$ cat src/tsps_pkg.sv
// ---------------------------------------------------------------------------
// tsps_pkg
// Shared types and constants of the solenoid pulse scheduler.
// ---------------------------------------------------------------------------
`timescale 1ns / 1ps

package tsps_pkg;

   localparam int DefaultTableDepth    = 16;
   localparam int DefaultSolenoidCount = 32;

   localparam int TIME_W   = 32;
   localparam int LEN_W    = 16;
   localparam int TGT_W    = 5;
   localparam int MASK_W   = 32;
   localparam int SOL_W    = 6;
   localparam int MODE_W   = 2;
   localparam int STATUS_W = 3;

   localparam logic [LEN_W-1:0] DEFAULT_PULSE_RESET = 16'd20;

   typedef enum logic [MODE_W-1:0] {
      MODE_SCHEDULE = 2'd0,
      MODE_TICK     = 2'd1,
      MODE_CLEAR    = 2'd2,
      MODE_NONE     = 2'd3
   } mode_type;

   typedef enum logic [STATUS_W-1:0] {
      STATUS_DONE      = 3'd0,
      STATUS_SCHEDULED = 3'd1,
      STATUS_MERGED    = 3'd2,
      STATUS_FULL      = 3'd3,
      STATUS_BAD       = 3'd4
   } status_type;

   typedef enum logic [1:0] {
      OP_ADD   = 2'd0,
      OP_REACH = 2'd1,
      OP_NEAR  = 2'd2
   } op_type;

   typedef struct packed {
      logic [TGT_W-1:0]  target;
      logic [TIME_W-1:0] start_ms;
      logic [LEN_W-1:0]  length_ms;
   } entry_type;

   typedef struct packed {
      op_type            op;
      logic [TIME_W-1:0] a;
      logic [TIME_W-1:0] b;
      logic [TIME_W-1:0] c;
   } unit_cmd_type;

endpackage

$ cat src/tsps_unit.sv
// ---------------------------------------------------------------------------
// tsps_unit
// Shared time unit: one 32-bit add, reach compare or distance compare.
// ---------------------------------------------------------------------------
`timescale 1ns / 1ps

module tsps_unit
   import tsps_pkg::*;
(
   input  unit_cmd_type      cmd,
   output logic [TIME_W-1:0] sum,
   output logic              flag
);

   logic [TIME_W-1:0] gap;

   always_comb begin
      sum = cmd.a + cmd.b;
      gap = (cmd.a > cmd.b) ? (cmd.a - cmd.b) : (cmd.b - cmd.a);
      case (cmd.op)
         OP_ADD:   flag = 1'b0;
         OP_REACH: flag = (cmd.c >= sum);
         OP_NEAR:  flag = (gap < cmd.c);
         default:  flag = 1'b0;
      endcase
   end

endmodule

$ cat src/timed_solenoid_pulse_scheduler.sv
// ---------------------------------------------------------------------------
// timed_solenoid_pulse_scheduler
// Table of pending solenoid pulses against a millisecond counter.
//
// A command word is taken when start is high and busy is low: schedule,
// one millisecond tick, clear, or no-op. busy stays high until the result
// word has been produced. The result appears on the rsp_ ports for exactly
// one cycle with rsp_valid; the receiver cannot hold it off.
// For schedule and tick the sequencer walks the whole table, each entry
// read from memory and then passed through the shared time unit; clear,
// no-op and bad solenoid skip the walk. A new command can be taken in the
// cycle rsp_valid is shown.
// csr_ carries the default pulse width; it is always ready and is to be
// written only while the block is idle, which the block does not enforce.
// Reset clears the counter, all entries and all drive bits; the width
// register returns to 20 ms. The entry memory needs no clearing pass.
// ---------------------------------------------------------------------------
`timescale 1ns / 1ps

module timed_solenoid_pulse_scheduler
   import tsps_pkg::*;
#(
   parameter int TABLE_DEPTH    = DefaultTableDepth,
   parameter int SOLENOID_COUNT = DefaultSolenoidCount
)
(
   input  logic                clock,
   input  logic                reset,
   input  logic                start,
   output logic                busy,
   input  logic [MODE_W-1:0]   req_mode,
   input  logic [SOL_W-1:0]    req_solenoid,
   input  logic [LEN_W-1:0]    req_delay_ms,
   input  logic [LEN_W-1:0]    req_width_ms,
   output logic                rsp_valid,
   output logic [MASK_W-1:0]   rsp_solenoid_mask,
   output logic                rsp_mask_changed,
   output logic [STATUS_W-1:0] rsp_status,
   input  logic                csr_valid,
   output logic                csr_ready,
   input  logic [LEN_W-1:0]    csr_default_pulse_ms
);

   localparam int IDX_W = (TABLE_DEPTH > 1) ? $clog2(TABLE_DEPTH) : 1;
   localparam logic [IDX_W-1:0] LAST_IDX = IDX_W'(TABLE_DEPTH - 1);
   localparam logic [SOL_W-1:0] SOL_MAX  = SOL_W'(SOLENOID_COUNT);

   typedef enum logic [2:0] {
      S_IDLE,
      S_PREP,
      S_READ,
      S_EVAL,
      S_WRITE,
      S_CLEAR,
      S_DONE
   } state_type;

   state_type             state_ff, state_in;
   mode_type              mode_ff, mode_in;
   status_type            status_ff, status_in;
   logic [IDX_W-1:0]      idx_ff, idx_in;
   logic [IDX_W-1:0]      free_idx_ff, free_idx_in;
   logic                  free_found_ff, free_found_in;
   logic                  merged_ff, merged_in;
   logic [TIME_W-1:0]     now_ff, now_in;
   logic [TIME_W-1:0]     fire_ff, fire_in;
   logic [LEN_W-1:0]      len_ff, len_in;
   logic [TGT_W-1:0]      tgt_ff, tgt_in;
   logic [LEN_W-1:0]      default_ff, default_in;
   logic [MASK_W-1:0]     drive_ff, drive_in;
   logic [MASK_W-1:0]     before_ff, before_in;
   logic [TABLE_DEPTH-1:0] busy_bits_ff, busy_bits_in;
   logic [TABLE_DEPTH-1:0] fired_bits_ff, fired_bits_in;
   logic                  rsp_valid_ff, rsp_valid_in;
   logic [MASK_W-1:0]     rsp_mask_ff, rsp_mask_in;
   logic                  rsp_changed_ff, rsp_changed_in;
   logic [STATUS_W-1:0]   rsp_status_ff, rsp_status_in;

   entry_type             entry_mem_ff [TABLE_DEPTH];
   entry_type             rd_entry_ff;
   entry_type             wr_entry;
   logic                  mem_we;

   unit_cmd_type          unit_cmd;
   logic [TIME_W-1:0]     unit_sum;
   logic                  unit_flag;

   logic                  accept;
   logic                  ent_busy;
   logic                  ent_fired;
   logic [MASK_W-1:0]     ent_bit;

   assign accept    = start && (state_ff == S_IDLE);
   assign busy      = (state_ff != S_IDLE);
   assign csr_ready = 1'b1;

   assign ent_busy  = busy_bits_ff[idx_ff];
   assign ent_fired = fired_bits_ff[idx_ff];
   assign ent_bit   = MASK_W'(1) << rd_entry_ff.target;

   tsps_unit u_unit (
      .cmd  (unit_cmd),
      .sum  (unit_sum),
      .flag (unit_flag)
   );

   // operand selection for the shared unit
   always_comb begin
      unit_cmd.op = OP_ADD;
      unit_cmd.a  = now_ff;
      unit_cmd.b  = '0;
      unit_cmd.c  = now_ff;
      case (state_ff)
         S_PREP: begin
            // delay is parked in fire_ff at accept and added to now here; a tick adds one to now
            unit_cmd.op = OP_ADD;
            unit_cmd.a  = now_ff;
            unit_cmd.b  = (mode_ff == MODE_TICK) ? TIME_W'(1) : fire_ff;
         end
         S_EVAL: begin
            if (mode_ff == MODE_TICK) begin
               unit_cmd.op = OP_REACH;
               unit_cmd.a  = rd_entry_ff.start_ms;
               unit_cmd.b  = ent_fired ? TIME_W'(rd_entry_ff.length_ms) : '0;
               unit_cmd.c  = now_ff;
            end else begin
               unit_cmd.op = OP_NEAR;
               unit_cmd.a  = rd_entry_ff.start_ms;
               unit_cmd.b  = fire_ff;
               unit_cmd.c  = TIME_W'(len_ff);
            end
         end
         default: begin
            unit_cmd.op = OP_ADD;
         end
      endcase
   end

   always_comb begin
      state_in       = state_ff;
      mode_in        = mode_ff;
      status_in      = status_ff;
      idx_in         = idx_ff;
      free_idx_in    = free_idx_ff;
      free_found_in  = free_found_ff;
      merged_in      = merged_ff;
      now_in         = now_ff;
      fire_in        = fire_ff;
      len_in         = len_ff;
      tgt_in         = tgt_ff;
      default_in     = default_ff;
      drive_in       = drive_ff;
      before_in      = before_ff;
      busy_bits_in   = busy_bits_ff;
      fired_bits_in  = fired_bits_ff;
      rsp_valid_in   = 1'b0;
      rsp_mask_in    = rsp_mask_ff;
      rsp_changed_in = rsp_changed_ff;
      rsp_status_in  = rsp_status_ff;
      mem_we         = 1'b0;
      wr_entry.target    = tgt_ff;
      wr_entry.start_ms  = fire_ff;
      wr_entry.length_ms = len_ff;

      if (csr_valid && csr_ready) begin
         default_in = csr_default_pulse_ms;
      end

      case (state_ff)
         S_IDLE: begin
            if (accept) begin
               mode_in       = mode_type'(req_mode);
               before_in     = drive_ff;
               status_in     = STATUS_DONE;
               idx_in        = '0;
               free_found_in = 1'b0;
               free_idx_in   = '0;
               merged_in     = 1'b0;
               tgt_in        = TGT_W'(req_solenoid - SOL_W'(1));
               fire_in       = TIME_W'(req_delay_ms);
               len_in        = (req_width_ms == '0) ? default_ff : req_width_ms;
               case (mode_type'(req_mode))
                  MODE_SCHEDULE: begin
                     if (req_solenoid == '0 || req_solenoid > SOL_MAX) begin
                        status_in = STATUS_BAD;
                        state_in  = S_DONE;
                     end else begin
                        state_in = S_PREP;
                     end
                  end
                  MODE_TICK:  state_in = S_PREP;
                  MODE_CLEAR: state_in = S_CLEAR;
                  default:    state_in = S_DONE;
               endcase
            end
         end
         S_PREP: begin
            if (mode_ff == MODE_TICK) begin
               now_in = unit_sum;
            end else begin
               fire_in = unit_sum;
            end
            state_in = S_READ;
         end
         S_READ: begin
            state_in = S_EVAL;
         end
         S_EVAL: begin
            if (mode_ff == MODE_TICK) begin
               if (ent_busy && unit_flag) begin
                  if (!ent_fired) begin
                     drive_in              = drive_ff | ent_bit;
                     fired_bits_in[idx_ff] = 1'b1;
                  end else begin
                     drive_in             = drive_ff & ~ent_bit;
                     busy_bits_in[idx_ff] = 1'b0;
                  end
               end
            end else begin
               if (ent_busy && !ent_fired && (rd_entry_ff.target == tgt_ff) && unit_flag) begin
                  merged_in = 1'b1;
               end
               if (!ent_busy && !free_found_ff) begin
                  free_found_in = 1'b1;
                  free_idx_in   = idx_ff;
               end
            end
            if (idx_ff == LAST_IDX) begin
               state_in = (mode_ff == MODE_TICK) ? S_DONE : S_WRITE;
            end else begin
               idx_in   = idx_ff + IDX_W'(1);
               state_in = S_READ;
            end
         end
         S_WRITE: begin
            if (merged_ff) begin
               status_in = STATUS_MERGED;
            end else if (free_found_ff) begin
               status_in                  = STATUS_SCHEDULED;
               mem_we                     = 1'b1;
               busy_bits_in[free_idx_ff]  = 1'b1;
               fired_bits_in[free_idx_ff] = 1'b0;
            end else begin
               status_in = STATUS_FULL;
            end
            state_in = S_DONE;
         end
         S_CLEAR: begin
            busy_bits_in  = '0;
            fired_bits_in = '0;
            drive_in      = '0;
            state_in      = S_DONE;
         end
         S_DONE: begin
            rsp_valid_in   = 1'b1;
            rsp_mask_in    = drive_ff;
            rsp_changed_in = (drive_ff != before_ff);
            rsp_status_in  = status_ff;
            state_in       = S_IDLE;
         end
         default: begin
            state_in = S_IDLE;
         end
      endcase
   end

   always_ff @(posedge clock) begin
      if (reset) begin
         state_ff      <= S_IDLE;
         now_ff        <= '0;
         default_ff    <= DEFAULT_PULSE_RESET;
         drive_ff      <= '0;
         busy_bits_ff  <= '0;
         fired_bits_ff <= '0;
         rsp_valid_ff  <= 1'b0;
      end else begin
         state_ff      <= state_in;
         now_ff        <= now_in;
         default_ff    <= default_in;
         drive_ff      <= drive_in;
         busy_bits_ff  <= busy_bits_in;
         fired_bits_ff <= fired_bits_in;
         rsp_valid_ff  <= rsp_valid_in;
      end
      mode_ff        <= mode_in;
      status_ff      <= status_in;
      idx_ff         <= idx_in;
      free_idx_ff    <= free_idx_in;
      free_found_ff  <= free_found_in;
      merged_ff      <= merged_in;
      fire_ff        <= fire_in;
      len_ff         <= len_in;
      tgt_ff         <= tgt_in;
      before_ff      <= before_in;
      rsp_mask_ff    <= rsp_mask_in;
      rsp_changed_ff <= rsp_changed_in;
      rsp_status_ff  <= rsp_status_in;
   end

   // entry memory, one write and one registered read port
   always_ff @(posedge clock) begin
      if (mem_we) begin
         entry_mem_ff[free_idx_ff] <= wr_entry;
      end
      rd_entry_ff <= entry_mem_ff[idx_ff];
   end

   assign rsp_valid         = rsp_valid_ff;
   assign rsp_solenoid_mask = rsp_mask_ff;
   assign rsp_mask_changed  = rsp_changed_ff;
   assign rsp_status        = rsp_status_ff;

   a_accept_busy: assert property (@(posedge clock) disable iff (reset)
      accept |=> busy)
      else $error("accepted word did not raise busy");

   a_rsp_idle: assert property (@(posedge clock) disable iff (reset)
      rsp_valid |-> !busy)
      else $error("result shown while sequencer busy");

   a_rsp_single: assert property (@(posedge clock) disable iff (reset)
      rsp_valid |=> !rsp_valid)
      else $error("result strobe longer than one cycle");

   a_sched_no_change: assert property (@(posedge clock) disable iff (reset)
      (rsp_valid && rsp_status != STATUS_DONE) |-> !rsp_mask_changed)
      else $error("schedule word changed drive bits");

   a_drive_range: assert property (@(posedge clock) disable iff (reset)
      (state_ff == S_CLEAR) |=> (drive_ff == '0 && busy_bits_ff == '0))
      else $error("clear left bits behind");

endmodule

$ cat config.mk
export PLATFORM = sky130hd
export DESIGN_NAME = timed_solenoid_pulse_scheduler
export DESIGN_NICKNAME = d
export VERILOG_FILES = /design/src/tsps_pkg.sv /design/src/tsps_unit.sv /design/src/timed_solenoid_pulse_scheduler.sv
export SDC_FILE = /design/constraint.sdc
export NUM_CORES = 2
export LEC_CHECK = 0
export BUFFER_PORTS_ARGS = -buffer_cell sky130_fd_sc_hd__buf_2
export CAP_MARGIN = 25
export CORE_MARGIN = 2
export CORE_UTILIZATION = 55
export DETAILED_ROUTE_END_ITERATION = 16
export GPL_TIMING_DRIVEN = 0
export PLACE_DENSITY = 0.71
export SLEW_MARGIN = 15
export SYNTH_ARGS = -nofsm -noshare
export SYNTH_HDL_FRONTEND = slang
export SYNTH_SLANG_ARGS = --single-unit
export TNS_END_PERCENT = 100
$ cat constraint.sdc
create_clock -name clock -period 8.9 [get_ports clock]
set_input_delay 1.78 -clock clock [delete_from_list [all_inputs] [get_ports clock]]
set_output_delay 1.78 -clock clock [all_outputs]
set_load 0.01 [all_outputs]
## Word-level counts from Yosys, hierarchy flattened

Memory sizes are Yosys's and may differ from the RTL's. A register that Yosys moved wholly into a read port is not among the register bits.
Cells that the tools add are included.

| word-level totals | value |
|---|---|
| input bits | 60 |
| memories | 1 |
| output and inout bits | 39 |
| flip-flop bits (word level) | 252 |
| bits in writable memories | 848 |

Memories:

| memory | words | bits a word | rd ports | clocked after Yosys merged registers in | wr ports | RTL line | RTL |
|---|---|---|---|---|---|---|---|
| entry_mem_ff | 16 | 53 | 1 | 1 | 1 | timed_solenoid_pulse_scheduler.sv:79 | `entry_type entry_mem_ff [TABLE_DEPTH];` |

| cells by class | value |
|---|---|
| shifts and indexed selects | 1 |
| bitwise operators | 9 |
| order comparisons | 8 |
| add/subtract/negate cells | 5 |
| reduce and logical (&&, ||, !) cells | 33 |
| mux-type cells | 67 |
| equality and inequality tests | 26 |

Operators with widths:

| kind | count |
|---|---|
| $mux 32 | 8 |
| $mux 16 | 12 |
| $pmux 32 s2 | 2 |
| $pmux 64 s2 | 1 |
| $mux 98 | 1 |
| $pmux 16 s3 | 2 |
| $sub 32x32->32 | 2 |
| $add 32x32->32 | 1 |
| $and 16x16->16 | 2 |
| $and 32x32->32 | 1 |
| $ge 32x32->1 | 1 |
| $gt 32x32->1 | 1 |
| $lt 32x32->1 | 1 |
| $ne 32x32->1 | 1 |
| $not 16->16 | 2 |
| $not 32->32 | 1 |
| $or 16x16->16 | 2 |
| $or 32x32->32 | 1 |
| $shl 1x5->32 const A | 1 |
| $ne 2x2->1 const B | 12 |
| $mux 3 | 6 |
| $logic_not 16->1 | 1 |
| $mux 4 | 4 |
| $pmux 4 s2 | 2 |
| 33 further kinds | 81 |

## Logic depth before layout (Yosys ltp)

| logic depth | value |
|---|---|
| word-level depth | 13 |
| mapped depth | 33 |

## Hierarchy

From an unflattened synthesis, not the netlist that was laid out.

| unflattened totals | value |
|---|---|
| cells, all modules | 3322 |
| area, all modules | 51296.7 µm² |

Modules (own cells, without submodules):

| module | area an instance (µm²) | cells each | seq. area each (µm²) | times used |
|---|---|---|---|---|
| timed_solenoid_pulse_scheduler | 44418.9 | 2346 | 32931.6 | 1 |
| tsps_unit | 6877.8 | 976 | 0.0 | 1 |

## Worst setup path before layout

No wires, ideal clock.

| timing path | value |
|---|---|
| path kind | register to register |
| start point | register idx_ff[0] |
| end point | register drive_ff[18] |
| period minus slack after synthesis | 7.218 ns |
| data required time | 8.812 ns |
| library setup time | 0.088 ns |
| arrival time | 7.130 ns |
| cell stages (with the launch flop) | 32 |
| buffers on the path | 6 |
| setup slack | 1.682 ns |
| cell sequence | edfxtp_1 -> buf_2 -> buf_2 -> mux4_2 -> mux4_2 -> clkbuf_1 -> a211oi_1 -> nor3_1 -> ha_1 -> fa_1 -> o21bai_1 -> a21oi_1 -> o31ai_1 -> a41oi_1 -> and2_1 -> clkbuf_1 -> nor2_2 -> buf_2 -> a211oi_1 -> o22ai_1 -> xnor2_1 -> ha_1 -> a21oi_1 -> nor2b_1 -> o21ai_0 -> a31oi_1 -> o41ai_1 -> o211ai_2 -> a2111oi_4 -> buf_6 -> a21oi_1 -> a311oi_2 |

| on the way | value |
|---|---|
| cells in the longest elaborated chain, start to end | 12 |
| elaborated cells on any way between the ends | 22 |
| classes of those cells | 3 x add/sub; 3 x order compare; 1 x eq/ne; 13 x mux; 2 x reduce/logical |

Ends and longest elaborated chain:

| what | RTL line | RTL |
|---|---|---|
| start, declared | timed_solenoid_pulse_scheduler.sv:61 | `logic [IDX_W-1:0] idx_ff, idx_in;` |
| start signal, assigned | timed_solenoid_pulse_scheduler.sv:287 | `idx_ff <= idx_in;` |
| $bmux 1 s4 | timed_solenoid_pulse_scheduler.sv:98 | `assign ent_fired = fired_bits_ff[idx_ff];` |
| $mux 1 (not written as such) | timed_solenoid_pulse_scheduler.sv:98 |  |
| $mux 16 | timed_solenoid_pulse_scheduler.sv:124 | `unit_cmd.b = ent_fired ? TIME_W'(rd_entry_ff.length_ms) : '0;` |
| $mux 98 | timed_solenoid_pulse_scheduler.sv:121 | `if (mode_ff == MODE_TICK) begin` |
| $pmux 64 s2 | timed_solenoid_pulse_scheduler.sv:113 | `case (state_ff)` |
| $sub 32x32->32 / $gt 32x32->1 (equally long branches) | tsps_unit.sv:19 | `gap = (cmd.a > cmd.b) ? (cmd.a - cmd.b) : (cmd.b - cmd.a);` |
| $mux 32 | tsps_unit.sv:19 |  |
| $lt 32x32->1 | tsps_unit.sv:23 | `OP_NEAR: flag = (gap < cmd.c);` |
| $pmux 1 s2 | tsps_unit.sv:20 | `case (cmd.op)` |
| $logic_and 1x1->1 | timed_solenoid_pulse_scheduler.sv:210 | `if (ent_busy && unit_flag) begin` |
| $ne 2x2->1 (no line) | - |  |
| $reduce_and 3->1 (no line) | - |  |
| end signal, assigned | timed_solenoid_pulse_scheduler.sv:280 | `drive_ff <= drive_in;` |
| end, declared | timed_solenoid_pulse_scheduler.sv:70 | `logic [MASK_W-1:0] drive_ff, drive_in;` |

Parallel ways exist; a longest one is shown, timed or not. The select of a mux whose other input is x is not followed.
A chain may end at the register's enable or synchronous reset.

## Final worst setup path

| timing path | value |
|---|---|
| start point | register idx_ff[0] |
| end point | register drive_ff[23] |

The elaborated chain is that of the path after synthesis.

==> reports/summary.txt <==
post-synth cell types = 87
Finished Layout Cells = 5021
hold crit path type = flip-flop to flip-flop
post-synthesis cell count = 3366
Port Buffers = 96
pre-CTS setup slack = -1.88 ns
maximum vdd drop = 0.000186 V
CP Capture Type = flip-flop
syn avg cell area = 15.2 um2
clk_skew = 0.0411 ns
final hold slack = 0.419 ns
Final Hold Viols = 0
Syn. warnings = 0
dpl hpwl = 103000 um
Filler cells = 6608
Final setup viols = 0
sequential area share after synthesis = 0.644
CTS tree = yes
critical path class = flip-flop to flip-flop
Period Utilization, post-route = 0.969
max-slew violations = 0
CTS Sinks = 1153
CTS H-tree depth = 3
Worst Setup SP = idx_ff[0]$_SDFFCE_PP0P_
Root Buffer = clkbuf_16
Final nets = 3909
Hold Startpoint = status_ff[2]$_SDFFCE_PP0P_
crit path time final = 8.63 ns
die height = 309 um
Required @ worst endpoint = 9.50 ns
unrepaired setup endpoints after global routing = false
Worst Max-Slew Pin Slew = 1.20 ns
EDFF count, synth = 984
outcome = complete, no violations
final core occ = 0.639
Reg-to-Reg Start = idx_ff[0]$_SDFFCE_PP0P_
gpl congestion = 0.983
Worst EP arrival = 9.23 ns
Clock Latency Late Sink = 0.72 ns
relative slew slack = 0.203
maxcap violations = 0
P_leak = 20.5 nW
average wire per standard cell = 29.0 um
share of cells above drive strength 1 = 0.200
# rows = 111
Post-Syn Area = 51100 um2
clock-pin transition on the worst setup and hold timing paths = 0.07 ns
power density cells = 283 nW/um2
total gr overflow = 0
Max clock buf depth = 3
Final WS setup = 0.272 ns
Worst Path Max Fanout = 10
WL final = 146000 um
initial detailed-routing violation count = 4412
ys flop type = edfxtp_1
maximum clock rate = 116 MHz
Worst setup SP type = flip-flop
P&R area growth vs syn = 15.0%
fraction of registers with async set or reset after synthesis = 0
die area = 95400 um2
I/O pin count = 99
DR pass1 iterations = 6
antenna viol nets, final = 0
Die X = 309 um
largest net degree at the start of global routing = 40
core area = 91900 um2
DRC viols = 0
placed cells = 4790
first-pass GRT wire length = 212000 um
initial antenna violation count = 3
total power = 16.6 mW
initial core utilization = 0.556
vias per inst = 6.47
CTS buffer count = 111
GRT Util Overall = 0.307
Syn Nets = 3594
routed vias = 32500
number of global-route vias before repair = 31500
FF+latch count, synth = 1153
-- kinds of logic (layout without fill, tap and decap cells) --
logic type	count (synthesis)	after routing	synth area share
adders and majority gates	168	168	0.0415
DFF	1153	1153	0.644
xor gates and xnor gates	96	96	0.0164
other	1	2	0.0000733
and+or+nand+nor	716	716	0.0668
buffers and inverters	341	752	0.0257
muxes	317	317	0.129
AOI/OAI and AO/OA	574	574	0.0761
-- cell usage after synthesis, types with 18 or more instances --
cell type    n  share of area
a211oi_1    21         0.0031
a21o_1      53         0.0078
a21oi_1    186          0.018
a311oi_1    43         0.0074
and2_1      19         0.0023
buf_1       34         0.0025
buf_2       18         0.0018
clkbuf_1   132         0.0097
dfxtp_1    169          0.066
edfxtp_1   984           0.58
ha_1       165          0.040
inv_1      152          0.011
mux2i_1     38         0.0074
mux4_2     275           0.12
nand2_1    237          0.017
nand2b_1    24         0.0029
nand3_1     24         0.0023
nand4_1     26         0.0032
nor2_1     200          0.015
nor2b_1     35         0.0043
nor3_1      49         0.0048
nor4_1      21         0.0026
o21ai_0     86         0.0084
o21bai_1    28         0.0041
xnor2_1     88          0.015
-- where the power goes --
group          switching (mW)  leakage, nW  internal (mW)
Combinational            3.05         8.29           2.07
Clock                    2.04         1.79           2.71
Sequential              0.420         10.4           6.32
Total                    5.51         20.5           11.1
-- worst max-delay path, stage by stage (launching register included) --
cell and delay [ns]:
edfxtp_1 0.38, buf_4 0.25, buf_8 0.24, mux4_2 0.54, mux4_2 0.53, and2_1 0.35, buf_2 0.30, a22o_1 0.26
ha_1 0.46, clkbuf_2 0.29, nand4_1 0.25, or3_1 0.45, nor3_2 0.40, o211ai_1 0.24, a31oi_1 0.47, nor2_1 0.12
xnor2_1 0.33, ha_1 0.33, a21o_1 0.18, a21o_1 0.17, a21oi_1 0.14, o31ai_1 0.12, a311o_1 0.35, o21bai_2 0.34
nand2_2 0.20, and4_1 0.25, clkbuf_1 0.22, a311oi_1 0.34
-- flip-flops by register name (all words and copies together), names as in the netlist, 32 cells and up --
signal	cells
entry_mem_ff	848
rd_entry_ff	53
before_ff	32
drive_ff	32
fire_ff	32
now_ff	32
rsp_solenoid_mask	32
-- repair_timing --
| item | 4_1_cts | 5_1_grt |
|---|---|---|
| hold endpoints to repair | 0 | 0 |
| setup buffers | 2 | 12 |
| resized for setup | 38 | 43 |
| hold buffers | 0 | 0 |
| endpoints found under the setup margin | 65 | 65 |
| pin swaps | 2 | 8 |
-- placed cells by master, fill, tap and decap left out, types with 44 or more instances in the layout --
master and instances:
inv_1 151, xnor2_1 87, ha_1 165, a21o_1 53
mux4_2 275, a21oi_1 186, nand2_1 234, dfxtp_1 169
o21ai_0 81, buf_4 44, nor2_1 188, clkbuf_16 113
buf_2 111, edfxtp_1 984, clkbuf_1 154
-- stage by stage --
| step | setup TNS, ns | area (um2) |
|---|---|---|
| final | 0 | 58800 |
| after global placement | -467.94 | 53200 |
| after CTS | 0 | 58400 |
| after floorplan | 0 | 51100 |
| after detailed placement | -104.90 | 54600 |
| after global routing | 0 | 58800 |
-- area by class of cell --
type                    instances  area (um2)  area share
well taps                    1243        1560      0.0265
flip-flops and latches       1153       32900       0.560
inverters                     155         584     0.00994
multi-input cells            1872       17300       0.294
repair buffers                206        1980      0.0336
clock buffers                 154        3060      0.0521
clock inverters                55         599      0.0102
diodes                          1        2.50   0.0000426
plain buffers                 182         772      0.0131
-- worst paths after layout --
check / to / slack (ns) / cells after the start
worst max-delay path: drive_ff[23]$_SDFFE_PP0P_ / 0.27 / 27
worst min-delay path: rsp_status[2]$_DFFE_PP_ / 0.42 / 0
worst max register to register: drive_ff[23]$_SDFFE_PP0P_ / 0.27 / 27
worst min register to register: rsp_status[2]$_DFFE_PP_ / 0.42 / 0
-- metal layers --
metal	up-vias	global-route usage	wire length, um
li1	13700	-	-
met1	16400	0.433	57700
met2	1955	0.473	66500
met3	335	0.0646	15100
met4	4	0.120	6130
met5	-	0	27
Power figures use the tool's default switching activity.
